## config.mk

```make
export PLATFORM = sky130hd
export DESIGN_NAME = psf_unicode_table_decoder_core
export DESIGN_NICKNAME = d
export VERILOG_FILES = /design/src/psfutd_pkg.sv /design/src/psf_unicode_table_decoder_core.sv
export SDC_FILE = /design/constraint.sdc
export NUM_CORES = 1
export LEC_CHECK = 0
export BUFFER_PORTS_ARGS = -buffer_cell sky130_fd_sc_hd__buf_4
export CAP_MARGIN = 10
export CORE_ASPECT_RATIO = 0.5
export CORE_MARGIN = 10
export CORE_UTILIZATION = 57
export DETAILED_ROUTE_END_ITERATION = 8
export HOLD_SLACK_MARGIN = 0.05
export PLACE_DENSITY = 0.89
export SLEW_MARGIN = 10
export SYNTH_ARGS = -nofsm -noshare
export SYNTH_HDL_FRONTEND = slang
export SYNTH_SLANG_ARGS = --single-unit
export TNS_END_PERCENT = 30
```

## constraint.sdc

```tcl
create_clock -name clk -period 5.85 [get_ports clk]
set_clock_uncertainty 0.2 [all_clocks]
set_input_delay 0.585 -clock clk [delete_from_list [all_inputs] [get_ports clk]]
set_output_delay 0.585 -clock clk [all_outputs]
set_load 0.05 [all_outputs]
```

## src/psfutd_pkg.sv

```systemverilog
// ----------------------------------------------------------------------------
// psfutd_pkg
// Shared types and constants for the unicode table decoder.
// ----------------------------------------------------------------------------
package psfutd_pkg;

  localparam int unsigned BYTE_W  = 8;
  localparam int unsigned CODE_W  = 16;
  localparam int unsigned GLYPH_W = 16;
  localparam int unsigned PEND_W  = 2;

  localparam logic [BYTE_W-1:0] BYTE_NEXT_GLYPH = 8'hFF;
  localparam logic [BYTE_W-1:0] MASK_LEAD2      = 8'h1F;
  localparam logic [BYTE_W-1:0] MASK_LEAD3      = 8'h0F;
  localparam logic [BYTE_W-1:0] MASK_LEAD4      = 8'h07;
  localparam logic [BYTE_W-1:0] MASK_CONT       = 8'h3F;

  localparam int unsigned CONT_BITS = 6;

  localparam logic [PEND_W-1:0] PEND_NONE = 2'd0;
  localparam logic [PEND_W-1:0] PEND_ONE  = 2'd1;
  localparam logic [PEND_W-1:0] PEND_TWO  = 2'd2;
  localparam logic [PEND_W-1:0] PEND_THREE = 2'd3;

  typedef logic [CODE_W-1:0]  code_t;
  typedef logic [GLYPH_W-1:0] glyph_t;

  typedef struct packed {
    code_t  code_point;
    glyph_t glyph_index;
  } result_t;

endpackage

```

## src/psf_unicode_table_decoder_core.sv

```systemverilog
// ----------------------------------------------------------------------------
// psf_unicode_table_decoder_core
// Results are registered in the result register, or the skid when it is stalled.
// One table byte per cycle unless stalled, limited by the single decode stage.
// A two-entry output buffer (result register plus skid) keeps input flowing
// while the output is stalled; input stalls only when both entries are full.
// Reset (rst, synchronous): counter, partial code, pending count, table enable
// and both output entries clear; the block is ready the cycle after.
// ----------------------------------------------------------------------------
module psf_unicode_table_decoder_core (
  input  logic                          clk,
  input  logic                          rst,
  input  logic                          cfg_write,
  input  logic                          cfg_data,
  input  logic                          in_valid,
  output logic                          in_stall,
  input  logic [psfutd_pkg::BYTE_W-1:0] table_byte,
  input  logic                          end_of_table,
  output logic                          out_valid,
  input  logic                          out_stall,
  output logic [psfutd_pkg::CODE_W-1:0] code_point,
  output logic [psfutd_pkg::GLYPH_W-1:0] glyph_index
);
  import psfutd_pkg::*;

  logic                table_enabled;
  glyph_t              glyph_counter, glyph_counter_next;
  code_t               partial_code, partial_code_next;
  logic [PEND_W-1:0]   bytes_pending, bytes_pending_next;
  logic                done;
  code_t               code;
  result_t             out_reg, skid_reg, result;
  logic                skid_valid;
  logic                accept, push, pop;

  assign accept = in_valid && !in_stall;
  assign in_stall = skid_valid;
  assign pop = out_valid && !out_stall;

  always_comb begin
    glyph_counter_next = glyph_counter;
    partial_code_next  = partial_code;
    bytes_pending_next = bytes_pending;
    done = 1'b0;
    code = '0;
    if (bytes_pending != PEND_NONE) begin
      partial_code_next  = {partial_code[CODE_W-CONT_BITS-1:0],
                            table_byte[CONT_BITS-1:0]};
      bytes_pending_next = bytes_pending - PEND_ONE;
      if (bytes_pending == PEND_ONE) begin
        done = 1'b1;
        code = partial_code_next;
      end
    end else if (table_byte == BYTE_NEXT_GLYPH) begin
      glyph_counter_next = glyph_counter + GLYPH_W'(1);
    end else if (!table_byte[7]) begin
      done = 1'b1;
      code = CODE_W'(table_byte);
    end else if (!table_byte[5]) begin
      partial_code_next  = CODE_W'(table_byte & MASK_LEAD2);
      bytes_pending_next = PEND_ONE;
    end else if (!table_byte[4]) begin
      partial_code_next  = CODE_W'(table_byte & MASK_LEAD3);
      bytes_pending_next = PEND_TWO;
    end else if (!table_byte[3]) begin
      partial_code_next  = CODE_W'(table_byte & MASK_LEAD4);
      bytes_pending_next = PEND_THREE;
    end else begin
      done = 1'b1;
      code = '0;
    end
    if (end_of_table) begin
      glyph_counter_next = '0;
      partial_code_next  = '0;
      bytes_pending_next = PEND_NONE;
    end
  end

  assign result.code_point  = code;
  assign result.glyph_index = glyph_counter;
  assign push = accept && done && table_enabled;

  always_ff @(posedge clk) begin
    if (rst) begin
      table_enabled <= 1'b0;
      glyph_counter <= '0;
      partial_code  <= '0;
      bytes_pending <= PEND_NONE;
    end else begin
      if (cfg_write) begin
        table_enabled <= cfg_data;
      end
      if (accept) begin
        glyph_counter <= glyph_counter_next;
        partial_code  <= partial_code_next;
        bytes_pending <= bytes_pending_next;
      end
    end
  end

  always_ff @(posedge clk) begin
    if (rst) begin
      out_valid  <= 1'b0;
      skid_valid <= 1'b0;
    end else if (skid_valid) begin
      if (pop) begin
        out_reg    <= skid_reg;
        skid_valid <= 1'b0;
      end
    end else if (push) begin
      if (!out_valid || pop) begin
        out_reg   <= result;
        out_valid <= 1'b1;
      end else begin
        skid_reg   <= result;
        skid_valid <= 1'b1;
      end
    end else if (pop) begin
      out_valid <= 1'b0;
    end
  end

  assign code_point  = out_reg.code_point;
  assign glyph_index = out_reg.glyph_index;

endmodule

```

==> results.cfg <==
[status]
status = finished clean

[route]
drt_iter0_drc = 523
dr.pass1.iters = 8
wire_per_inst_um = 20.41
totalWireLength_um = 9264
drc_errors = 0
vias = 2870
viasPerCell = 6.322
ant_nets = 0

[clocking]
ctsHtreeMaxLevel = 3
clock_latency_ns = 0.34
cts_sinks = 95
cts_buffer_depth = 2
clk_pin_slew_ns = 0.06
cts_setup_buffers = 0
cts_tree = built
hold_buffers = 0
cts_inserted_buffers = 9
post_cts_resized = 0
cts-root-buf = clkbuf_16

[hold_path]
holdPathStages = 2
worstHoldPathType = flop to flop

[synthesis]
synth_top_area_cell = edfxtp_1
synth.area.mux_share_pct = 9.533
syn_avg_cell_area_um2 = 12.79
yosys_register_bits = 95
ys_warn_count = 0
postSynthCellCount = 312
synth.most_common_cell = edfxtp_1
syn_area_um2 = 3990
async_flop_share_pct = 0
synth_compound_area_share_pct = 8.561
synth_common_cells = 64 x edfxtp_1, 32 x mux2_2, 31 x dfxtp_1, 18 x a21oi_1, 16 x o21ai_0
synth_edf_count = 64
synth_cell_types = 44
ys_seq_area_share_pct = 63.72
synthTopCellsByArea = edfxtp_1 48%, dfxtp_1 16%, mux2_2 9.0%, and2_1 2.4%, a21oi_1 2.3%
synth_nets = 328
synth_ff_type = edfxtp_1
synth_fa_ha_area_share_pct = 0.3136
synth_top_area_share_pct = 48.17
yosys.area_share.simple_pct = 15.27
synth_top_family_by_area = simple AND/OR/NAND/NOR gates
synthXorXnorAreaFrac_pct = 0.2195

[placement]
gp_congestion = 0.9176
hpwl_um = 5754
dp.cells = 438
placed_area_um2 = 4431
numPortBuffers = 48
pre_cts_ws_ns = 2.136

[sta]
rsz0062_at_grt = no
slew_headroom_pct = 19.50
fmax_mhz = 306.3
finalCriticalPeriod_ns = 3.265
fin_ws_ns = 2.585
finalSetupViolations = 0
tightest_slew_ns = 1.205
fin_tns_setup_ns = 0
period_share_pct = 55.80
hold-worst-slack_ns = 0.2736
hold_viol = 0
slew_violations = 0

[critical_path]
r2r_slack_ns = 2.59
arrival_ns = 3.08
r2r_start = in_stall$_SDFF_PP0_
cp-startpoint = in_stall$_SDFF_PP0_
crit_end = code_point[8]$_DFFE_PP_
regToRegEndpoint = code_point[8]$_DFFE_PP_
cp-end-kind = flop
cp_max_fo = 21
required_ns = 5.66
reg2regPathDepth = 5
criticalPathCategory = flop to flop
start_kind = flop

[global_route]
antenna_found_initial = 0
grt_pass1_wl_um = 14700
overflow = 0
grt_pass1_vias = 2772
grt_max_degree = 39
grt_usage_pct = 16.43

[floorplanning]
rows = 21
ioPinCount = 49
dieWidth_um = 138.3
start_util_pct = 59.32
die_h_um = 79.16
core_area_um2 = 6726
dieArea_um2 = 10950

[power]
vdd_drop_max_v = 0.0001410
p_leak_nw = 1.663
power_mw = 1.360
power.density_nw_per_um2 = 287.6

[cells_and_area]
final_nets = 373
layout.filler_cells = 432
n_antenna_cell = 0
design_area_um2 = 4728
final-instance-count-excl-fill = 454
postLayoutCoreUtil_pct = 70.29
layout-drive-gt1-share_pct = 27.90
syn2layout_area_growth_pct = 18.50
largest_reg_flops = 32

[flow_run]
drv_cap = 0
worst min-delay path by stage:
stage / startpoint / slack [ns] / end
global placement: partial_code[4]$_SDFFE_PP0P_ / 0.26 / partial_code[4]$_SDFFE_PP0P_
global route: glyph_counter[15]$_SDFFE_PP0P_ / 0.31 / skid_reg[15]$_DFFE_PP_
detailed placement: partial_code[6]$_SDFFE_PP0P_ / 0.27 / partial_code[6]$_SDFFE_PP0P_
CTS: partial_code[6]$_SDFFE_PP0P_ / 0.28 / partial_code[6]$_SDFFE_PP0P_
floorplan: glyph_counter[15]$_SDFFE_PP0P_ / 0.24 / skid_reg[15]$_DFFE_PP_
finish: partial_code[6]$_SDFFE_PP0P_ / 0.27 / partial_code[6]$_SDFFE_PP0P_
power breakdown:
part / leakage [nW] / switching (mW) / internal (mW) / total [mW]
registers: 0.839 / 0.00349 / 0.715 / 0.719
logic: 0.687 / 0.0426 / 0.0218 / 0.0644
clock network: 0.136 / 0.245 / 0.332 / 0.577
routing by layer:
layer | global-route usage, % | part of all wire (%) | up-vias
met5 | 0 | 0 | -
li1 | - | - | 1279
met1 | 18.46 | 39 | 1407
met4 | 7.113 | 2.2 | 0
met2 | 29.69 | 51 | 158
met3 | 3.979 | 7.1 | 26
cells by family after synthesis:
group | Yosys count
flops | 95
fa+ha+maj | 1
buf+inv | 21
xor+xnor | 1
compound gates | 56
simple gates | 104
mux | 34
final cells by class:
class | count | area [um^2] | share of cell area [%]
inverters | 4 | 15.01 | 0.3175
multi-input cells | 196 | 1381 | 29.21
flip-flops and latches | 95 | 2542 | 53.77
repair buffers | 51 | 382.9 | 8.097
clock buffers | 11 | 232.7 | 4.922
well taps | 92 | 115.1 | 2.435
clock inverters | 5 | 58.81 | 1.244
cell usage in the layout, fill, tap and decap left out, drive strengths merged, types with 3 or more instances in the layout:
master  count
nor3        4
a21oi      18
nor3b       3
or3         5
nor2b       6
inv         4
and2       15
dfxtp      31
o21a        3
o31ai       6
mux2       32
edfxtp     64
nor2        8
nand2b     10
clkbuf     11
nand3      13
or4        10
nand2      12
nand4       9
buf        51
o21ai      16
critical path, stage by stage (launching register included):
cell	delay, ns
dfxtp_1	0.33
nand2b_1	0.29
a2111oi_0	0.66
nand2_1	0.31
a221oi_4	0.70
buf_4	0.43
Note: power is estimated with default switching activity, not from simulation.
